===== src/sv/rida_pkg.sv =====
package rida_pkg;

    // request kinds
    localparam logic [2:0] KIND_ALLOC        = 3'd0;
    localparam logic [2:0] KIND_ALLOC_COMMIT = 3'd1;
    localparam logic [2:0] KIND_SEED         = 3'd2;
    localparam logic [2:0] KIND_SET_COMMIT   = 3'd3;
    localparam logic [2:0] KIND_SET_CONTEXT  = 3'd4;
    localparam logic [2:0] KIND_READ         = 3'd5;

    // result status codes
    localparam logic [2:0] STATUS_OK           = 3'd0;
    localparam logic [2:0] STATUS_DISABLED     = 3'd1;
    localparam logic [2:0] STATUS_CLOCK_BEHIND = 3'd2;
    localparam logic [2:0] STATUS_SECOND_FULL  = 3'd3;
    localparam logic [2:0] STATUS_EXHAUSTED    = 3'd4;
    localparam logic [2:0] STATUS_BLOCKED      = 3'd5;

    // configuration register indexes
    localparam logic [1:0] CFG_ENABLED = 2'd0;
    localparam logic [1:0] CFG_FORMAT  = 2'd1;
    localparam logic [1:0] CFG_WARN    = 2'd2;

    localparam logic       FORMAT_COUNTER = 1'b1;
    localparam logic [47:0] MAX48         = 48'hFFFF_FFFF_FFFF;
    localparam logic [15:0] SEQ_LAST      = 16'hFFFF;

    typedef struct packed {
        logic [2:0]  kind;
        logic [31:0] epoch_seconds;
        logic [3:0]  stripe;
        logic [63:0] value;
        logic [63:0] log_position;
        logic        log_position_present;
        logic [31:0] replication_generation;
        logic        generation_present;
    } item_t;

    typedef struct packed {
        logic [63:0] context_id;
        logic [63:0] commit_id;
        logic [63:0] commit_position;
        logic [31:0] commit_gen;
    } state_t;

    typedef struct packed {
        logic        enabled;
        logic        id_format;
        logic [47:0] warn_threshold;
    } cfg_t;

    typedef struct packed {
        logic [63:0] new_id;
        logic [2:0]  status;
        logic        low_id_warning;
    } result_t;

    // ordering of ids: seconds first, then bits 31..4; stripe ignored
    function automatic logic id_before(input logic [63:0] a, input logic [63:0] b);
        return {a[63:32], a[31:4]} < {b[63:32], b[31:4]};
    endfunction

endpackage


===== src/sv/record_id_allocator.sv =====
// record id allocator: one request per transfer (allocate, allocate for commit,
// seed, set commit, set context, read) and exactly one result per request.
// a request is taken into an input register, worked out in one short
// combinational pass and lands in a result register together with a snapshot
// of the context and commit state after it; the state itself is updated at
// that same edge, so the next request already sees it. sustained rate is one
// request per clock while out_stall stays low; a request passes through the
// input register and then the result register before its result is valid, and
// out_stall can hold it in either. the result register lets a new request into
// the input register while a finished result still waits.
// configuration registers are written through cfg_we/cfg_index/cfg_data and
// should only be changed while no request is in flight; index 3 is ignored.
// no clearing pass after reset: all state resets at once.
module record_id_allocator
(
    input  logic        clk,
    input  logic        rst_n,

    // configuration write port
    input  logic        cfg_we,
    input  logic [1:0]  cfg_index,
    input  logic [47:0] cfg_data,

    // request channel
    input  logic        in_valid,
    output logic        in_stall,
    input  logic [2:0]  kind,
    input  logic [31:0] epoch_seconds,
    input  logic [3:0]  stripe,
    input  logic [63:0] value,
    input  logic [63:0] log_position,
    input  logic        log_position_present,
    input  logic [31:0] replication_generation,
    input  logic        generation_present,

    // result channel
    output logic        out_valid,
    input  logic        out_stall,
    output logic [63:0] new_id,
    output logic [2:0]  status,
    output logic        low_id_warning,
    output logic [63:0] current_context,
    output logic [63:0] last_commit_id,
    output logic [63:0] last_commit_position,
    output logic [31:0] last_commit_generation
);

    // configuration registers
    rida_pkg::cfg_t    cfg_reg;

    // input register
    logic              in_valid_reg;
    logic              in_valid_next;
    rida_pkg::item_t   item_reg;

    // allocator state
    rida_pkg::state_t  state_reg;
    rida_pkg::state_t  state_next;

    // result register: result plus state snapshot after the step
    logic              out_valid_reg;
    logic              out_valid_next;
    rida_pkg::result_t res_reg;
    rida_pkg::result_t res_next;
    rida_pkg::state_t  snap_reg;

    logic              in_accept;
    logic              out_free;
    logic              step_fire;

    // result register can load when empty or when its transfer happens now
    assign out_free  = !out_valid_reg || !out_stall;
    // a request moves from the input register to the result register
    assign step_fire = in_valid_reg && out_free;
    // input register holds only while its item is blocked
    assign in_stall  = in_valid_reg && !out_free;
    assign in_accept = in_valid && !in_stall;

    assign in_valid_next  = in_accept || (in_valid_reg && !out_free);
    assign out_valid_next = step_fire || (out_valid_reg && out_stall);

    rida_core u_core
    (
        .item       (item_reg),
        .state      (state_reg),
        .cfg        (cfg_reg),
        .result     (res_next),
        .state_next (state_next)
    );

    // configuration writes
    always_ff @(posedge clk or negedge rst_n)
    begin
        if (!rst_n)
        begin
            cfg_reg <= '0;
        end
        else if (cfg_we)
        begin
            unique case (cfg_index)
                rida_pkg::CFG_ENABLED: cfg_reg.enabled        <= cfg_data[0];
                rida_pkg::CFG_FORMAT:  cfg_reg.id_format      <= cfg_data[0];
                rida_pkg::CFG_WARN:    cfg_reg.warn_threshold <= cfg_data;
                default:
                begin
                end
            endcase
        end
    end

    // handshake state and allocator state
    always_ff @(posedge clk or negedge rst_n)
    begin
        if (!rst_n)
        begin
            in_valid_reg  <= 1'b0;
            out_valid_reg <= 1'b0;
            state_reg     <= '0;
        end
        else
        begin
            in_valid_reg  <= in_valid_next;
            out_valid_reg <= out_valid_next;
            if (step_fire)
            begin
                state_reg <= state_next;
            end
        end
    end

    // payload registers
    always_ff @(posedge clk)
    begin
        if (in_accept)
        begin
            item_reg.kind                   <= kind;
            item_reg.epoch_seconds          <= epoch_seconds;
            item_reg.stripe                 <= stripe;
            item_reg.value                  <= value;
            item_reg.log_position           <= log_position;
            item_reg.log_position_present   <= log_position_present;
            item_reg.replication_generation <= replication_generation;
            item_reg.generation_present     <= generation_present;
        end
        if (step_fire)
        begin
            res_reg  <= res_next;
            snap_reg <= state_next;
        end
    end

    assign out_valid              = out_valid_reg;
    assign new_id                 = res_reg.new_id;
    assign status                 = res_reg.status;
    assign low_id_warning         = res_reg.low_id_warning;
    assign current_context        = snap_reg.context_id;
    assign last_commit_id         = snap_reg.commit_id;
    assign last_commit_position   = snap_reg.commit_position;
    assign last_commit_generation = snap_reg.commit_gen;

    // stored commit id never moves backward
    a_commit_monotonic: assert property (@(posedge clk) disable iff (!rst_n)
        step_fire |=> !rida_pkg::id_before(state_reg.commit_id, $past(state_reg.commit_id)))
        else $error("commit id moved backward");

    // a request that leaves the input register always becomes a result
    a_step_lands: assert property (@(posedge clk) disable iff (!rst_n)
        step_fire |=> out_valid_reg)
        else $error("request lost between input and result register");

    // failed requests other than blocked ones give no id and no warning
    a_fail_zero: assert property (@(posedge clk) disable iff (!rst_n)
        out_valid_reg && status != rida_pkg::STATUS_OK && status != rida_pkg::STATUS_BLOCKED
        |-> new_id == 64'd0 && !low_id_warning)
        else $error("failed request carries an id or warning");

    // warning only comes with an issued id
    a_warn_with_id: assert property (@(posedge clk) disable iff (!rst_n)
        out_valid_reg && low_id_warning |-> new_id != 64'd0)
        else $error("low id warning without an issued id");

endmodule


===== src/sv/rida_core.sv =====
module rida_core
(
    input  rida_pkg::item_t   item,
    input  rida_pkg::state_t  state,
    input  rida_pkg::cfg_t    cfg,
    output rida_pkg::result_t result,
    output rida_pkg::state_t  state_next
);

    logic [63:0] cnt_base;
    logic        cnt_full;
    logic [47:0] cnt_inc;
    logic        warn48;
    logic [3:0]  stripe48;
    logic [63:0] id48;
    logic [31:0] ctime;
    logic        same_second;
    logic        clock_behind;
    logic        second_full;
    logic [15:0] seq;
    logic [63:0] id_time;

    // counter path, shared by 48-bit allocation and seed
    assign cnt_base = (item.kind == rida_pkg::KIND_SEED && item.value != 64'd0)
                      ? item.value : {16'd0, state.context_id[63:16]};
    assign cnt_full = cnt_base >= {16'd0, rida_pkg::MAX48};
    assign cnt_inc  = cnt_base[47:0] + 48'd1;
    // max48 minus count is the bitwise complement in 48 bits
    assign warn48   = (cfg.warn_threshold != 48'd0) && (~cnt_inc <= cfg.warn_threshold);
    assign stripe48 = (item.kind == rida_pkg::KIND_SEED) ? 4'd0 : item.stripe;
    assign id48     = {cnt_inc, 12'd0, stripe48};

    // time path
    assign ctime        = state.context_id[63:32];
    assign same_second  = ctime == item.epoch_seconds;
    assign clock_behind = ctime > item.epoch_seconds;
    assign second_full  = same_second && (state.context_id[31:16] == rida_pkg::SEQ_LAST);
    assign seq          = same_second ? state.context_id[31:16] + 16'd1 : 16'd1;
    assign id_time      = {item.epoch_seconds, seq, 12'd0, item.stripe};

    always_comb
    begin
        result     = '0;
        state_next = state;
        unique case (item.kind)
            rida_pkg::KIND_ALLOC, rida_pkg::KIND_ALLOC_COMMIT:
            begin
                if (!cfg.enabled)
                begin
                    result.status = rida_pkg::STATUS_DISABLED;
                end
                else if (cfg.id_format == rida_pkg::FORMAT_COUNTER)
                begin
                    if (cnt_full)
                    begin
                        result.status = rida_pkg::STATUS_EXHAUSTED;
                    end
                    else
                    begin
                        result.new_id         = id48;
                        result.low_id_warning = warn48;
                        state_next.context_id = id48;
                    end
                end
                else
                begin
                    if (clock_behind)
                    begin
                        result.status = rida_pkg::STATUS_CLOCK_BEHIND;
                    end
                    else if (second_full)
                    begin
                        result.status = rida_pkg::STATUS_SECOND_FULL;
                    end
                    else
                    begin
                        result.new_id         = id_time;
                        state_next.context_id = id_time;
                    end
                end
                if (cfg.enabled && result.status == rida_pkg::STATUS_OK
                    && item.kind == rida_pkg::KIND_ALLOC_COMMIT)
                begin
                    if (rida_pkg::id_before(result.new_id, state.commit_id))
                    begin
                        result.status = rida_pkg::STATUS_BLOCKED;
                    end
                    else
                    begin
                        state_next.commit_id       = result.new_id;
                        state_next.commit_position = item.log_position;
                        state_next.commit_gen      = item.replication_generation;
                    end
                end
            end
            rida_pkg::KIND_SEED:
            begin
                if (cnt_full)
                begin
                    result.status = rida_pkg::STATUS_EXHAUSTED;
                end
                else
                begin
                    result.new_id         = id48;
                    result.low_id_warning = warn48;
                    state_next.context_id = id48;
                end
            end
            rida_pkg::KIND_SET_COMMIT:
            begin
                if (rida_pkg::id_before(item.value, state.commit_id))
                begin
                    result.status = rida_pkg::STATUS_BLOCKED;
                end
                else
                begin
                    state_next.commit_id = item.value;
                    if (item.log_position_present)
                    begin
                        state_next.commit_position = item.log_position;
                    end
                    if (item.generation_present)
                    begin
                        state_next.commit_gen = item.replication_generation;
                    end
                    if (!rida_pkg::id_before(item.value, state.context_id))
                    begin
                        state_next.context_id = item.value;
                    end
                end
            end
            rida_pkg::KIND_SET_CONTEXT:
            begin
                if (rida_pkg::id_before(item.value, state.context_id))
                begin
                    result.status = rida_pkg::STATUS_BLOCKED;
                end
                else
                begin
                    state_next.context_id = item.value;
                end
            end
            rida_pkg::KIND_READ:
            begin
            end
            default:
            begin
            end
        endcase
    end

endmodule

===== config.mk =====
export PLATFORM = sky130hd
export DESIGN_NAME = record_id_allocator
export DESIGN_NICKNAME = d
export VERILOG_FILES = /design/src/sv/rida_pkg.sv /design/src/sv/record_id_allocator.sv /design/src/sv/rida_core.sv
export SDC_FILE = /design/constraint.sdc
export NUM_CORES = 2
export LEC_CHECK = 0
export ABC_AREA = 1
export BUFFER_PORTS_ARGS = -buffer_cell sky130_fd_sc_hd__buf_2
export CAP_MARGIN = 20
export CORE_MARGIN = 10
export CORE_UTILIZATION = 40
export DETAILED_ROUTE_END_ITERATION = 12
export HOLD_SLACK_MARGIN = 0.02
export SYNTH_ARGS = -nofsm -noshare
export SYNTH_HDL_FRONTEND = slang
export SYNTH_SLANG_ARGS = --single-unit

===== constraint.sdc =====
create_clock -name clk -period 23.6 [get_ports clk]
set_input_delay 0 -clock clk [delete_from_list [all_inputs] [get_ports clk]]
set_output_delay 0 -clock clk [all_outputs]
set_load 0.01 [all_outputs]

# Yosys cells after proc, flatten, opt, wreduce, memory -nomap -nowiden
# Index checks and enable logic that the tools add are counted.
dict set report classes {
  add_sub_neg 2
  n_mul 0
  div_mod_pow 0
  order_cmp 6
  n_eq_ne 8
  shift 0
  mux 37
  bitwise 1
  reduce_logical 25
}
# operator n
set op_table {}
lappend op_table {{$mux 64} 13}
lappend op_table {{$mux 160} 2}
lappend op_table {{$pmux 160 s2} 1}
lappend op_table {{$pmux 64 s4} 1}
lappend op_table {{$mux 224} 1}
lappend op_table {{$lt 60x60->1} 3}
lappend op_table {{$pmux 64 s2} 1}
lappend op_table {{$mux 67} 1}
lappend op_table {{$ge 64x48->1 const B} 1}
lappend op_table {{$reduce_bool 64->1} 1}
lappend op_table {{$add 48x1->48 const B} 1}
lappend op_table {{$le 48x48->1} 1}
lappend op_table {{$not 48->48} 1}
lappend op_table {{$reduce_bool 48->1} 1}
lappend op_table {{$eq 32x32->1} 1}
lappend op_table {{$gt 32x32->1} 1}
lappend op_table {{$mux 32} 1}
lappend op_table {{$mux 3} 8}
lappend op_table {{$add 16x1->16 const B} 1}
lappend op_table {{$eq 16x16->1 const B} 1}
lappend op_table {{$mux 16} 1}
lappend op_table {{$pmux 3 s4} 1}
lappend op_table {{$logic_and 1x1->1} 9}
lappend op_table {{$eq 3x2->1 const B} 2}
lappend op_table {{14 further kinds} 24}
dict set report word_totals {
  register_bits 769
  latchBits 0
  ram_bits 0
  rom_bits 0
  in_bits 256
  output_inout_bits 294
  wordCells 103
  n_memories 0
}

# Depth between registers and ports, before layout
dict set report depth {
  ltp_word 13
  ltp_mapped 41
  depth_no_buf 37
}

# Cells and area by module
# A second synthesis with hierarchy kept.
dict set report hier_totals {
  cells_unflattened 5657
  area_unflattened_um2 45426.1
}
# mod n_inst cells_each area_per_inst_um2 seq_area_each_um2
set by_module_without_submodules {}
lappend by_module_without_submodules {record_id_allocator 1 1702 25798.5 21710.8}
lappend by_module_without_submodules {rida_core 1 3955 19627.6 0.0}

# Worst setup path after synthesis
# No wires, ideal clock.
dict set report synth_timing {
  path_type {reg-to-reg}
  startpoint {register out_valid_reg (netlist: out_valid)}
  endpoint {register snap_reg, in the netlist current_context[0] (enable)}
  setup_time_ps 754
  arrival_time_ps 8724
  required_time_ps 22846
  path_slack_ps 14122
  path_stages_with_launch 6
  path_buffers 2
  synth_period_minus_slack_ps 9478
  cell_sequence {dfrtp_1 -> nand2_1 -> nand2_1 -> inv_1 -> clkbuf_1 -> clkbuf_1}
}
dict set report synth_between {
  elab_chain_len 3
}
# element line_no
set synth_rtl {}
lappend synth_rtl {{from (decl)} record_id_allocator.sv:61} ;# logic out_valid_reg;
lappend synth_rtl {{from (signal assigned)} record_id_allocator.sv:123} ;# out_valid_reg <= out_valid_next;
lappend synth_rtl {{$logic_not 1->1} record_id_allocator.sv:72} ;# assign out_free = !out_valid_reg || !out_stall;
lappend synth_rtl {{$logic_or 1x1->1} record_id_allocator.sv:72}
lappend synth_rtl {{$logic_and 1x1->1} record_id_allocator.sv:74} ;# assign step_fire = in_valid_reg && out_free;
lappend synth_rtl {{named net step_fire} record_id_allocator.sv:69} ;# logic step_fire;
lappend synth_rtl {{to (signal assigned)} record_id_allocator.sv:148} ;# snap_reg <= state_next;
lappend synth_rtl {{to (decl)} record_id_allocator.sv:65} ;# rida_pkg::state_t snap_reg;
# The timed path passes the listed nets, and every way through them passes these cells.
# A chain may end at the register's enable or synchronous reset.

==> metrics.txt <==
Hold Crit Class in -> reg; final slew viol count 0; core area 109,000 um2; hpwl dp 127,100 um; Routed WL per cell 23.40 um; crit path DAT 9.52 ns; Critical Path End Type flop; synth unique cells 53; CP Capture Point state_reg[77]; final worst setup slack 14.68 ns; Area growth, synth to finish 24.68%; GP Congestion 0.9868; final period utilization 0.3780; cts repair resizes 0; initial antenna violation count 19; Pleak 25.50 nW; Largest register FFs 224; commonest non-fill, non-tap cell in the layout nand2_1; Tot Pwr 0.005297 W; number of synthesized register bits 757; Layout Skew 0.04208 ns; Root Driver clkbuf_16; FF-to-FF setup slack 14.68 ns; postcts setup bufs 0; Seq/Total Area, Yosys 0.4859; vias per inst 5.419; Post-synth EDFFs 481; Max FO, Critical Path 128; drt total wl 180,400 um; DRT Pass-1 Iters 8; pre-CTS setup slack 14.98 ns; Initial Utilization 0.4031; Synth Cell Area 43,940 um2; TritonCTS buffer count 86; final hold vios 0; DIE AREA 123,500 um2; CTS tree done; Critical-path top delay cell nand2_8; Synth Flop Type edfxtp_1; Worst EP required 24.19 ns; CP dominant cell by count nand2_1; port bufs 537; Worst Setup SP item_reg[128]; reg2reg end state_reg[77]; M1 WL 74,050 um; Clock transition at path regs 0.06 ns; CP Launch Type flop; number of global-route vias before repair 40.53k; layout cells sized above 1 0.1343; Met2 Wirelength 80,530 um; FF-to-FF path depth 32; most frequent cells in the layout nand2_1 (1,768), inv_1 (591), buf_2 (536); setup TNS 0 ns; Die Wd 351.5 um; GRT Total Usage 0.2833; GRT overflow 0; status complete, no violations; Avg Cell Area, Syn 8.166 um2; Layout Nets 6,716; I/O pin count 550; Slew HR 0.2289; Setup violations, final 0; VDD IR max 0.00007638 V; reg2reg start item_reg[128]; # rows 121; Post-Syn Instances 5,381; Met3 Routed Length 17,920 um; vias 41.77k; RSZ-0062 raised after global routing no; number of routed nets with antenna violations 0; first-pass GRT wire length 264,200 um; actual slew at the worst max-slew pin 1.155 ns; Fmax 0.1121 GHz; ys async rst share 0.3646; worst skew pair latency 0.70 ns; Worst path max stage delay 0.96 ns; CTS sink count 757; Syn. warnings 0; Post-route DRC 0; PwrDens 96.67 nW/um2; highest metal used met5; critical path class reg -> reg; Max-Cap Viols 0; largest net degree at the start of global routing 184; fin crit period 8.921 ns; Vert. Die Dim 351.5 um; Fillers 10.35k; clk buf depth 3; 1st-iter DRT viols 4,129; hold_buf cts 418; H-Tree Depth 3
## report_power, final
group	leakage [nW]	internal [W]	switching [W]	total (W)
Combinational	15.8	0.000610	0.00132	0.00194
Sequential	8.24	0.00174	0.000235	0.00197
Clock	1.41	0.000791	0.000600	0.00139
Total	25.5	0.00314	0.00216	0.00530
## synth_stat cells, drive strengths merged (3+ instances only)
cell     instances  area share
nand2         1788        0.15
inv            601       0.051
edfxtp         481        0.33
o21ai          410       0.052
nor2           360       0.032
a21oi          288       0.033
dfrtp          276        0.16
nand3          251       0.029
ha             248       0.071
clkbuf         179       0.015
buf             97       0.015
o22ai           97       0.014
nand4           84       0.012
o211ai          48      0.0082
nor3            26      0.0031
xor2            21      0.0042
nor4            20      0.0028
o21bai          17      0.0032
a31oi           14      0.0020
o221ai          13      0.0026
nand3b           9      0.0015
a211oi           8      0.0014
o21a             7      0.0012
a21o             6      0.0010
o2111ai          6      0.0012
a41oi            3     0.00060
clkinv           3     0.00026
nor4b            3     0.00060
or2              3     0.00043
## area by class of cell
cell class,instances,area (um2),area share
Tap cell,1414,1769,0.03229
Multi-Input combinational cell,3755,19120,0.3489
Clock inverter,55,616.8,0.01126
Inverter,604,2283,0.04168
Antenna cell,10,25.02,0.0004567
Clock buffer,105,2295,0.04188
Timing Repair Buffer,1008,7330,0.1338
Sequential cell,757,21350,0.3897
## cells by family after synthesis
group,share of synthesized area
AOI/OAI and AO/OA,0.1216
xor gates and xnor gates,0.004584
adders and majority gates,0.07061
buffers and inverters,0.08189
DFF,0.4859
other,0.00008534
and+or+nand+nor,0.2354
## metal layers
layer | up-vias | track usage
li1 | 19528 | -
met1 | 19792 | 0.3734
met2 | 2051 | 0.4447
met3 | 382 | 0.06865
met4 | 20 | 0.1159
met5 | - | 0
## worst max-delay path: cells and delay by family (launching register included)
| family | cells | cell delay [ns] |
|---|---|---|
| flip-flops | 1 | 0.63 |
| adder cells (fa/ha/maj) | 1 | 0.20 |
| AND/OR/NAND/NOR | 24 | 5.52 |
| buffers and inverters | 2 | 0.97 |
| AO/OA/AOI/OAI | 5 | 1.28 |
## per-stage QoR
stage | instances | util | hold slack (ns) | area (um2)
after CTS | 7697 | 0.5021 | 0.02131 | 54740
final | 7708 | 0.5026 | 0.05218 | 54790
after detailed placement | 7119 | 0.4369 | 0.04791 | 47620
after global placement | 7118 | 0.4368 | 0.06338 | 47610
after floorplan | 5392 | - | -0.2956 | 43980
after global routing | 7703 | 0.5025 | 0.04259 | 54780
## how the worst min path moves through the flow
stage	start	end	slack, ns	cells past startpoint
floorplan	rst_n	cfg_reg[0]	-0.30	0
global placement	rst_n	cfg_reg[8]	0.06	1
detailed placement	rst_n	state_reg[124]	0.05	1
CTS	epoch_seconds[2]	item_reg[168]	0.02	2
global route	log_position[12]	item_reg[46]	0.04	2
finish	log_position[12]	item_reg[46]	0.05	2
(Power assumes the default switching activity.)
